### config.mk
export PLATFORM = sky130hd
export DESIGN_NAME = led_frame_update_with_change_detect_core
export DESIGN_NICKNAME = d
export VERILOG_FILES = /design/src/rtl/lfu_pkg.sv /design/src/rtl/led_frame_update_with_change_detect_core.sv /design/src/rtl/lfu_store.sv
export SDC_FILE = /design/constraint.sdc
export NUM_CORES = 2
export LEC_CHECK = 0
export BUFFER_PORTS_ARGS = -buffer_cell sky130_fd_sc_hd__buf_2
export CORE_ASPECT_RATIO = 0.9
export CORE_MARGIN = 5
export CORE_UTILIZATION = 35
export DETAILED_ROUTE_END_ITERATION = 8
export GPL_TIMING_DRIVEN = 0
export PLACE_DENSITY_LB_ADDON = 0.05
export SYNTH_ARGS = -nofsm -noshare
export SYNTH_HDL_FRONTEND = slang
export SYNTH_SLANG_ARGS = --single-unit
### constraint.sdc
create_clock -name clk -period 4.4 [get_ports clk]
set_clock_uncertainty 0.15 [all_clocks]
set_input_delay 0.22 -clock clk [delete_from_list [all_inputs] [get_ports clk]]
set_output_delay 0.22 -clock clk [all_outputs]
set_load 0.05 [all_outputs]
### src/rtl/lfu_pkg.sv
// lfu_pkg: shared types and codes for the led frame update block
// item kinds, result kinds, register indexes and the led record type
// no dependencies

package lfu_pkg;

  localparam int unsigned MAX_LEDS_DEF = 64;
  localparam logic [7:0]  BRIGHTNESS_FULL = 8'd255;

  localparam int unsigned CFG_IDX_W  = 2;
  localparam int unsigned CFG_DATA_W = 7;
  localparam int unsigned COUNT_W    = 7;
  localparam int unsigned IDX_W      = 6;

  localparam logic [1:0] KIND_ENTRY = 2'd0;
  localparam logic [1:0] KIND_END   = 2'd1;
  localparam logic [1:0] KIND_READ  = 2'd2;

  localparam logic RES_DONE = 1'b0;
  localparam logic RES_READ = 1'b1;

  localparam logic [CFG_IDX_W-1:0] CFG_ARGB  = 2'd0;
  localparam logic [CFG_IDX_W-1:0] CFG_COUNT = 2'd1;

  typedef struct packed {
    logic [7:0] bright;
    logic [7:0] red;
    logic [7:0] green;
    logic [7:0] blue;
  } led_t;

endpackage

### src/rtl/led_frame_update_with_change_detect_core.sv
// led_frame_update_with_change_detect_core: led frame store with change detect
// entry: read in S_IDLE, compare and write in S_ENT_WR; read: S_RD_DATA then
// S_RESULT to the output register; end: S_TAIL_WR/S_TAIL_RD clear each tail led,
// S_RESULT at once if none; one item at a time, in_stall is high outside S_IDLE;
// after reset a clearing sweep over every entry holds in_stall high while
// configuration writes are still taken; depends on lfu_pkg, lfu_store

module led_frame_update_with_change_detect_core
  import lfu_pkg::*;
#(
  parameter int unsigned MAX_LEDS = MAX_LEDS_DEF
) (
  input  logic                  clk,
  input  logic                  rst,
  input  logic                  in_valid,
  output logic                  in_stall,
  input  logic [1:0]            kind,
  input  logic [7:0]            brightness,
  input  logic [7:0]            red,
  input  logic [7:0]            green,
  input  logic [7:0]            blue,
  input  logic [IDX_W-1:0]      read_index,
  output logic                  out_valid,
  input  logic                  out_stall,
  output logic                  result_kind,
  output logic                  refresh_request,
  output logic [7:0]            out_brightness,
  output logic [7:0]            out_red,
  output logic [7:0]            out_green,
  output logic [7:0]            out_blue,
  input  logic                  cfg_valid,
  output logic                  cfg_ready,
  input  logic [CFG_IDX_W-1:0]  cfg_index,
  input  logic [CFG_DATA_W-1:0] cfg_data
);

  localparam int unsigned AW = (MAX_LEDS > 1) ? $clog2(MAX_LEDS) : 1;
  localparam int unsigned PW = $clog2(MAX_LEDS + 1);

  typedef enum logic [5:0] {
    S_IDLE    = 6'b000001,
    S_ENT_WR  = 6'b000010,
    S_TAIL_RD = 6'b000100,
    S_TAIL_WR = 6'b001000,
    S_RD_DATA = 6'b010000,
    S_RESULT  = 6'b100000
  } state_t;

  state_t state;
  state_t state_next;

  logic               argb_mode;
  logic [COUNT_W-1:0] led_count;
  logic [PW-1:0]      wp;
  logic [PW-1:0]      eff_count;
  logic               change_seen;
  led_t               item_led;
  logic               res_kind;
  logic               res_refresh;
  led_t               res_led;

  logic          in_accept;
  logic          out_free;
  logic          store_ready;
  logic          store_we;
  logic [AW-1:0] store_waddr;
  led_t          store_wdata;
  logic [AW-1:0] store_raddr;
  led_t          store_rdata;
  logic          entry_diff;
  logic          tail_diff;
  logic          read_in_range;
  logic [PW-1:0] wp_inc;

  assign cfg_ready = 1'b1;
  assign in_stall  = (state != S_IDLE) || !store_ready;
  assign in_accept = in_valid && !in_stall;
  assign out_free  = !out_valid || !out_stall;
  assign wp_inc    = wp + 1'b1;

  always_comb begin
    if (32'(led_count) > 32'(MAX_LEDS)) begin
      eff_count = PW'(MAX_LEDS);
    end else begin
      eff_count = PW'(led_count);
    end
  end

  assign read_in_range = 32'(read_index) < 32'(MAX_LEDS);

  assign entry_diff = (store_rdata.red != item_led.red)
                   || (store_rdata.green != item_led.green)
                   || (store_rdata.blue != item_led.blue)
                   || (argb_mode && (store_rdata.bright != item_led.bright));
  assign tail_diff  = (store_rdata.red != 8'd0) || (store_rdata.green != 8'd0)
                   || (store_rdata.blue != 8'd0);

  always_comb begin
    store_raddr = AW'(wp);
    if (state == S_IDLE && kind == KIND_READ) begin
      store_raddr = AW'(read_index);
    end
    store_we    = (state == S_ENT_WR) || (state == S_TAIL_WR);
    store_waddr = AW'(wp);
    store_wdata = '0;
    if (state == S_ENT_WR) begin
      store_wdata        = item_led;
      store_wdata.bright = argb_mode ? item_led.bright : BRIGHTNESS_FULL;
    end
  end

  lfu_store #(
    .MAX_LEDS (MAX_LEDS),
    .AW       (AW)
  ) u_store (
    .clk   (clk),
    .rst   (rst),
    .we    (store_we),
    .waddr (store_waddr),
    .wdata (store_wdata),
    .raddr (store_raddr),
    .rdata (store_rdata),
    .ready (store_ready)
  );

  always_comb begin
    state_next = state;
    case (state)
      S_IDLE: begin
        if (in_accept) begin
          case (kind)
            KIND_ENTRY: state_next = (wp < eff_count) ? S_ENT_WR : S_IDLE;
            KIND_END:   state_next = (wp < eff_count) ? S_TAIL_WR : S_RESULT;
            KIND_READ:  state_next = read_in_range ? S_RD_DATA : S_RESULT;
            default:    state_next = S_IDLE;
          endcase
        end
      end
      S_ENT_WR:  state_next = S_IDLE;
      S_TAIL_RD: state_next = S_TAIL_WR;
      S_TAIL_WR: state_next = (wp_inc < eff_count) ? S_TAIL_RD : S_RESULT;
      S_RD_DATA: state_next = S_RESULT;
      S_RESULT:  state_next = out_free ? S_IDLE : S_RESULT;
      default:   state_next = S_IDLE;
    endcase
  end

  always_ff @(posedge clk) begin
    if (rst) begin
      state       <= S_IDLE;
      argb_mode   <= 1'b0;
      led_count   <= COUNT_W'(64);
      wp          <= '0;
      change_seen <= 1'b0;
    end else begin
      state <= state_next;
      if (cfg_valid && cfg_ready) begin
        case (cfg_index)
          CFG_ARGB:  argb_mode <= cfg_data[0];
          CFG_COUNT: led_count <= cfg_data[COUNT_W-1:0];
          default:   ;
        endcase
      end
      case (state)
        S_IDLE: begin
          if (in_accept && kind == KIND_END && !(wp < eff_count)) begin
            wp          <= '0;
            change_seen <= 1'b0;
          end
        end
        S_ENT_WR: begin
          wp <= wp_inc;
          if (entry_diff) begin
            change_seen <= 1'b1;
          end
        end
        S_TAIL_WR: begin
          if (wp_inc < eff_count) begin
            wp <= wp_inc;
            if (tail_diff) begin
              change_seen <= 1'b1;
            end
          end else begin
            wp          <= '0;
            change_seen <= 1'b0;
          end
        end
        default: ;
      endcase
    end
  end

  // pending result, waits in S_RESULT for the output register
  always_ff @(posedge clk) begin
    case (state)
      S_IDLE: begin
        if (in_accept) begin
          item_led.bright <= brightness;
          item_led.red    <= red;
          item_led.green  <= green;
          item_led.blue   <= blue;
          res_led         <= '0;
          res_kind        <= (kind == KIND_READ) ? RES_READ : RES_DONE;
          res_refresh     <= (kind == KIND_END) ? change_seen : 1'b0;
        end
      end
      S_TAIL_WR: res_refresh <= change_seen || tail_diff;
      S_RD_DATA: res_led <= store_rdata;
      default: ;
    endcase
  end

  always_ff @(posedge clk) begin
    if (rst) begin
      out_valid <= 1'b0;
    end else if (state == S_RESULT && out_free) begin
      out_valid <= 1'b1;
    end else if (!out_stall) begin
      out_valid <= 1'b0;
    end
  end

  always_ff @(posedge clk) begin
    if (state == S_RESULT && out_free) begin
      result_kind     <= res_kind;
      refresh_request <= res_refresh;
      out_brightness  <= res_led.bright;
      out_red         <= res_led.red;
      out_green       <= res_led.green;
      out_blue        <= res_led.blue;
    end
  end

  a_wp_bound: assert property (@(posedge clk) disable iff (rst)
    32'(wp) <= 32'(MAX_LEDS))
    else $error("write position beyond store depth");

  a_out_from_result: assert property (@(posedge clk) disable iff (rst)
    $rose(out_valid) |-> $past(state == S_RESULT))
    else $error("output loaded outside result state");

  a_clear_stalls: assert property (@(posedge clk) disable iff (rst)
    !store_ready |-> in_stall)
    else $error("input taken during clearing sweep");

  a_end_busy: assert property (@(posedge clk) disable iff (rst)
    in_accept && kind == KIND_END |=> in_stall)
    else $error("end transaction did not hold the input");

endmodule

### src/rtl/lfu_store.sv
// lfu_store: led color memory, one write and one registered read port
// runs a clearing sweep over every entry after reset
// depends on lfu_pkg

module lfu_store
  import lfu_pkg::*;
#(
  parameter int unsigned MAX_LEDS = MAX_LEDS_DEF,
  parameter int unsigned AW = (MAX_LEDS > 1) ? $clog2(MAX_LEDS) : 1
) (
  input  logic          clk,
  input  logic          rst,
  input  logic          we,
  input  logic [AW-1:0] waddr,
  input  led_t          wdata,
  input  logic [AW-1:0] raddr,
  output led_t          rdata,
  output logic          ready
);

  led_t          mem [MAX_LEDS];
  logic          clr_active;
  logic [AW-1:0] clr_addr;
  logic          mem_we;
  logic [AW-1:0] mem_waddr;
  led_t          mem_wdata;

  always_comb begin
    mem_we    = we;
    mem_waddr = waddr;
    mem_wdata = wdata;
    if (clr_active) begin
      mem_we    = 1'b1;
      mem_waddr = clr_addr;
      mem_wdata = '0;
    end
  end

  always_ff @(posedge clk) begin
    if (rst) begin
      clr_active <= 1'b1;
      clr_addr   <= '0;
    end else if (clr_active) begin
      if (clr_addr == AW'(MAX_LEDS - 1)) begin
        clr_active <= 1'b0;
      end
      clr_addr <= clr_addr + 1'b1;
    end
  end

  always_ff @(posedge clk) begin
    if (mem_we) begin
      mem[mem_waddr] <= mem_wdata;
    end
    rdata <= mem[raddr];
  end

  assign ready = !clr_active;

endmodule

## After elaboration in Yosys (flattened, before gate mapping)

Memory sizes are Yosys's and may differ from the RTL's. A register that Yosys moved wholly into a read port is not among the register bits.
Index checks and enable logic that the tools add are counted.

| cells by class | value |
|---|---|
| $add $sub $neg | 2 |
| eq/ne operators | 20 |
| magnitude comparators | 3 |
| reductions and logical operators | 34 |
| multiplexer cells | 34 |

Operators with widths:

| kind | count |
|---|---|
| 32-bit 2-to-1 mux | 3 |
| 32-bit case mux with 2 select lines | 1 |
| 6-bit 2-to-1 mux | 6 |
| 8-bit inequality test | 4 |
| 6-bit case mux with 5 select lines | 1 |
| 8-bit nonzero test | 3 |
| 7-bit 2-to-1 mux | 3 |
| 7-bit case mux with 3 select lines | 1 |
| 6-bit case mux with 3 select lines | 1 |
| 7-bit less-than comparator | 2 |
| 1-bit 2-to-1 mux | 14 |
| 6-bit equality test, second input constant | 2 |
| 2-bit AND reduction | 6 |
| 1-bit logical OR | 9 |
| 8-bit 2-to-1 mux | 1 |
| 7-bit by 1-bit adder with 7-bit output, second input constant | 1 |
| 7-bit greater-than comparator, second input constant | 1 |
| 6-bit by 1-bit adder with 6-bit output, second input constant | 1 |
| 6-bit by 1-bit equality test with 1-bit output, second input constant | 1 |
| 6-bit by 2-bit equality test with 1-bit output, second input constant | 1 |
| 6-bit by 3-bit equality test with 1-bit output, second input constant | 1 |
| 6-bit by 4-bit equality test with 1-bit output, second input constant | 1 |
| 6-bit by 5-bit equality test with 1-bit output, second input constant | 1 |
| 1-bit logical AND | 6 |
| 14 further kinds | 22 |

| storage, ports and cells | value |
|---|---|
| memories kept | 1 |
| word-level logic and storage cells | 118 |
| input port bits | 54 |
| flip-flop bits (word level) | 130 |
| RAM bits | 2048 |

Memories:

| memory | depth | width | read ports | clocked after memory_dff | wr ports | line | text |
|---|---|---|---|---|---|---|---|
| u_store.mem | 64 | 32 | 1 | 1 | 1 | lfu_store.sv:21 | `led_t mem [MAX_LEDS];` |

## Longest topological paths before layout

| logic depth | value |
|---|---|
| depth in word-level cells | 8 |
| depth in mapped cells | 15 |
| mapped depth without buffers | 12 |

## Modules after synthesis

From an unflattened synthesis, not the netlist that was laid out.

| second synthesis, totals | value |
|---|---|
| cell total of the unflattened synthesis | 3888 |
| area, all modules | 84607.4 sq um |

By module, submodules not included:

| module | cells each | area an instance (sq um) | times used | seq. area each (sq um) |
|---|---|---|---|---|
| lfu_store | 3469 | 79167.2 | 1 | 62279.7 |
| led_frame_update_with_change_detect_core | 419 | 5440.2 | 1 | 3463.3 |

## Worst setup path before layout

No wires, ideal clock.

| timing | value |
|---|---|
| path type | register to register |
| from | reg state[5] |
| to | mem u_store.mem[18][0] (netlist bit) (enable) |
| data arrival time | 3.403 ns |
| clock period less this slack | 3.974 ns |
| stages on the path, launching flop included | 9 |
| library setup time | 0.421 ns |
| buffers on the path | 1 |
| slack | 0.426 ns |
| cell sequence | dfxtp_1 -> buf_4 -> or4_1 -> or3b_2 -> nand2_1 -> nor2_1 -> nor2_1 -> nand2_1 -> nor2_1 |

| on the way | value |
|---|---|
| cells in the longest elaborated chain, start to end | 5 |

Ends and longest elaborated chain:

| item | line | text |
|---|---|---|
| from (decl) | led_frame_update_with_change_detect_core.sv:49 | `state_t state;` |
| from (signal assigned) | led_frame_update_with_change_detect_core.sv:156 | `state <= state_next;` |
| 6-bit by 2-bit equality test with 1-bit output / 6-bit by 4-bit equality test with 1-bit output (equally long branches) | led_frame_update_with_change_detect_core.sv:103 | `store_we = (state == S_ENT_WR) \|\| (state == S_TAIL_WR);` |
| 1-bit logical OR * | led_frame_update_with_change_detect_core.sv:103 |  |
| 1-bit 2-to-1 mux * | lfu_store.sv:32 | `if (clr_active) begin` |
| 1-bit 2-to-1 mux * | lfu_store.sv:52 | `if (mem_we) begin` |
| 1-bit 2-to-1 mux (not written as such) * | lfu_store.sv:53 | `mem[mem_waddr] <= mem_wdata;` |
| to (decl) | lfu_store.sv:21 |  |

Every way passes the cells marked *; elsewhere a longest branch is shown, timed or not.

## Final worst setup path

| timing | value |
|---|---|
| from | reg state[3] |
| to | reg, netlist name u_store.rdata[27] |

| on the way | value |
|---|---|
| cells in the longest elaborated chain, start to end | 3 |

Ends and longest elaborated chain:

| item | line | text |
|---|---|---|
| 6-bit by 1-bit equality test with 1-bit output | led_frame_update_with_change_detect_core.sv:100 | `if (state == S_IDLE && kind == KIND_READ) begin` |
| 1-bit logical AND | led_frame_update_with_change_detect_core.sv:100 |  |
| 6-bit 2-to-1 mux | led_frame_update_with_change_detect_core.sv:100 |  |

Every way passes these cells.
A chain may end at the register's enable or synchronous reset.

==> summary.md <==
| Metric | Value |
|---|---|
| # H-tree levels | `5` |
| Final worst slack | `-0.1522 ns` |
| Static leakage | `0.04034 uW` |
| Synth Flop Type | `edfxtp_1` |
| Power Density | `397.7 nW/um^2` |
| Min cycle time layout | `4.552 ns` |
| Grt total ovfl | `0` |
| Post-synth ARST share | `0%` |
| Final Cell Area | `118000 um^2` |
| EDFF count, synth | `2148` |
| Cell row count | `182` |
| Global-route wire length before repair | `593.8 mm` |
| Root Driver | `clkbuf_16` |
| RSZ-0062 raised after global routing | `true` |
| Synth area leader | `edfxtp_1` |
| Hold Path Class | `input port to flip-flop` |
| #FFs+latches synth | `2210` |
| Crit path largest cell delay | `0.64 ns` |
| FF-to-FF path depth | `13` |
| Sequential-to-total area share from yosys stat | `68.36%` |
| Routed vias/inst | `5.958` |
| Maximum VDD drop | `0.3239 mV` |
| Setup violators final | `27` |
| CTS tree | `yes` |
| Utilization after layout | `43.14%` |
| I/O pin cnt | `91` |
| Slowest-stage cell, CP | `a2111oi_4` |
| CP Launch Type | `flip-flop` |
| Nets | `8592` |
| Unique masters post-synth | `71` |
| Post-DP HPWL | `311.8 mm` |
| Critical Path Sink | `u_store.rdata[27]` |
| Worst-path clk slew | `0.06 ns` |
| Die height | `507.3 um` |
| CP endpoint kind | `flip-flop` |
| Ys Warns | `0` |
| Crit path required time | `4.83 ns` |
| WL/cell | `35.99 um` |
| Global Route Usage Sum | `30.21%` |
| Via count | `73980` |
| CP Launch Point | `state[3]` |
| Placed cells | `11740` |
| Port-buffer cells | `86` |
| Routed WL | `446.9 mm` |
| Vias in the first global route | `67710` |
| Post-synthesis cell count | `7793` |
| Post-synth top area share | `67.07%` |
| R2R Path End | `u_store.rdata[27]` |
| DRT antenna net count | `0` |
| Worst reg2reg startpoint | `state[3]` |
| FF-to-FF setup slack | `-0.15 ns` |
| Post-Place Setup Slack | `-2.844 ns` |
| Slew headroom | `0.5131%` |
| Cts bufs inserted | `266` |
| Worst skew pair latency | `0.90 ns` |
| F_max | `219.7 MHz` |
| Status | `complete, but fails checks` |
| Syn Area/Cell | `12.34 um^2` |
| Most frequent cells in the layout | `edfxtp_1, nand2_1, a21oi_1` |
| Total core area | `273500 um^2` |
| Crit share post-route | `103.5%` |
| DR pass1 iterations | `8` |
| Placed inst area | `105500 um^2` |
| Synth Cell Area | `96170 um^2` |
| Area growth syn-to-layout | `22.67%` |
| DRT iter0 DRCs | `11700` |
| Synth top area cells | `edfxtp_1, nand2_1, mux2i_1` |
| Initial antenna violation count | `52` |
| CP Cell Sequence | `buf_6 > or4_4 > buf_12 > o21ai_4 > a22oi_2 > buf_4 > buf_4 > buf_4 > clkbuf_4 > o21ai_1 > a41oi_1 > a2111oi_4 > nand4_1` |
| Slew @ Worst Pin | `1.492 ns` |
| Failing checks | `max-capacitance violations, negative setup slack` |
| Crit path top cell by count | `buf_4` |
| Kind of cell adding the most delay to the critical path | `compound AO/OA/AOI/OAI gates` |
| Placer congestion estimate | `0.9634` |
| Most common cell after layout, fill and taps aside | `edfxtp_1` |
| Final Hold Fails | `0` |
| Fillers | `24710` |
| Deepest clock path buffer count | `4` |
| Final instance count without filler cells | `12420` |
| # DRC | `0` |
| Critical path class | `flip-flop to flip-flop` |
| Slew Limit Fails | `0` |
| Die footprint | `285400 um^2` |
| Stages on worst setup path | `13` |
| Initial core utilization | `35.16%` |
| Die width | `562.5 um` |
| Critical Path AT | `4.99 ns` |
| Crit path buf inv count | `6` |
| Max Fanout on Critical Path | `10` |
| Layout cell share with drive strength beyond 1 | `15.46%` |
| Synthesized Nets | `7866` |
| Largest net degree at the start of global routing | `56` |
| Max-cap viol count | `1` |
| Clock sinks | `2210` |
| Hold_ws | `0.1044 ns` |
[per-stage QoR]
step | setup TNS (ns) | power [uW]
6_report | -1.778 | 46920
3_5_place_dp | -1810.94 | 25930
4_1_cts | -0.1227 | 47050
5_1_grt | -0.3963 | 48100
3_3_place_gp | - | 25820
2_1_floorplan | 0 | 24680
[registers in the layout, indices dropped and copies added (netlist names)]
register,count
u_store.clr_addr,6
u_store.rdata,32
wp,7
out_brightness,8
led_count,7
u_store.clr_active,1
u_store.mem,2048
out_blue,8
out_green,8
change_seen,1
item_led,32
refresh_request,1
out_red,8
res_kind,1
argb_mode,1
res_refresh,1
res_led,32
state,6
out_valid,1
result_kind,1
[kinds of logic (layout without fill, tap and decap cells)]
logic type | count (synthesis) | count (layout) | share of synthesized area [%]
AO/OA/AOI/OAI | 1924 | 1924 | 12.26
other | 1 | 21 | 0.003899
multiplexers | 540 | 540 | 5.623
buffers and inverters | 601 | 1525 | 2.615
adder cells (fa/ha/maj) | 19 | 19 | 0.2472
flip-flops | 2210 | 2210 | 68.36
AND/OR/NAND/NOR | 2456 | 2457 | 10.51
XOR/XNOR | 42 | 42 | 0.3825
[Yosys cell counts (12+ instances only)]
cell and number:
inv_1 19, nand2_1 1965, xnor2_1 36, a41oi_1 96
o22a_1 32, a311oi_1 68, a211oi_1 98, nor2_1 98
a2111oi_0 55, ha_1 19, o22ai_1 17, buf_2 129
o32ai_1 18, a222oi_1 96, a31oi_1 49, nand3_1 121
a21oi_1 921, clkbuf_1 416, edfxtp_1 2148, nand4_1 47
buf_4 14, and2_1 56, and3_1 37, mux2i_1 538
nand2b_1 91, o21ai_0 392, dfxtp_1 62, nor4_1 12
o221ai_1 32, buf_1 14
[metal layers]
layer	global-route usage, %	share of wire, %	vias up
li1	-	-	30770
met1	44.31	43	38040
met5	0	0.011	-
met2	43.56	42	4443
met4	10.83	4.3	8
met3	7.133	11	727
[worst min-delay path by stage]
stage / slack [ns] / end / startpoint / cells past startpoint
floorplan: 0.17 / item_led[0] / blue[0] / 0
global placement: 0.25 / item_led[27] / brightness[3] / 1
detailed placement: 0.25 / item_led[27] / brightness[3] / 1
CTS: 0.05 / out_valid / out_stall / 4
global route: 0.1 / out_valid / out_stall / 4
finish: 0.10 / out_valid / out_stall / 4
[worst register-to-register path, stage by stage, from the launching register on]
cell       delay (ns)
dfxtp_1          0.30
buf_6            0.13
or4_4            0.62
buf_12           0.20
o21ai_4          0.25
a22oi_2          0.11
buf_4            0.18
buf_4            0.18
buf_4            0.20
clkbuf_4         0.28
o21ai_1          0.26
a41oi_1          0.24
a2111oi_4        0.64
nand4_1          0.53
[repair_timing]
item | CTS | global route
resized for setup | 500 | 171
setup endpoints to repair | 2063 | 240
hold buffers | 95 | 0
cloned | 1 | 0
hold endpoints to repair | 87 | 0
setup buffers | 79 | 24
pin swaps | 85 | 41
[area by class of cell]
class                   instances  area [um^2]  area share, %
diodes                         20        50.05        0.04242
plain buffers                 574         2948          2.499
clock buffers                 333         7044          5.971
clock inverters               134         1056         0.8951
inverters                      22        86.33        0.07318
multi-input cells            4983        30410          25.78
flip-flops and latches       2210        65750          55.73
well taps                    3680         4604          3.903
repair buffers                462         6027          5.109
[power by group]
part	leakage (uW)	internal, uW	switching, uW
Combinational	0.0203	796	1960
Sequential	0.0161	22900	108
Clock	0.00397	12000	9090
Total	0.0403	35800	11200
No activity file was read; power rests on OpenSTA's default activity.
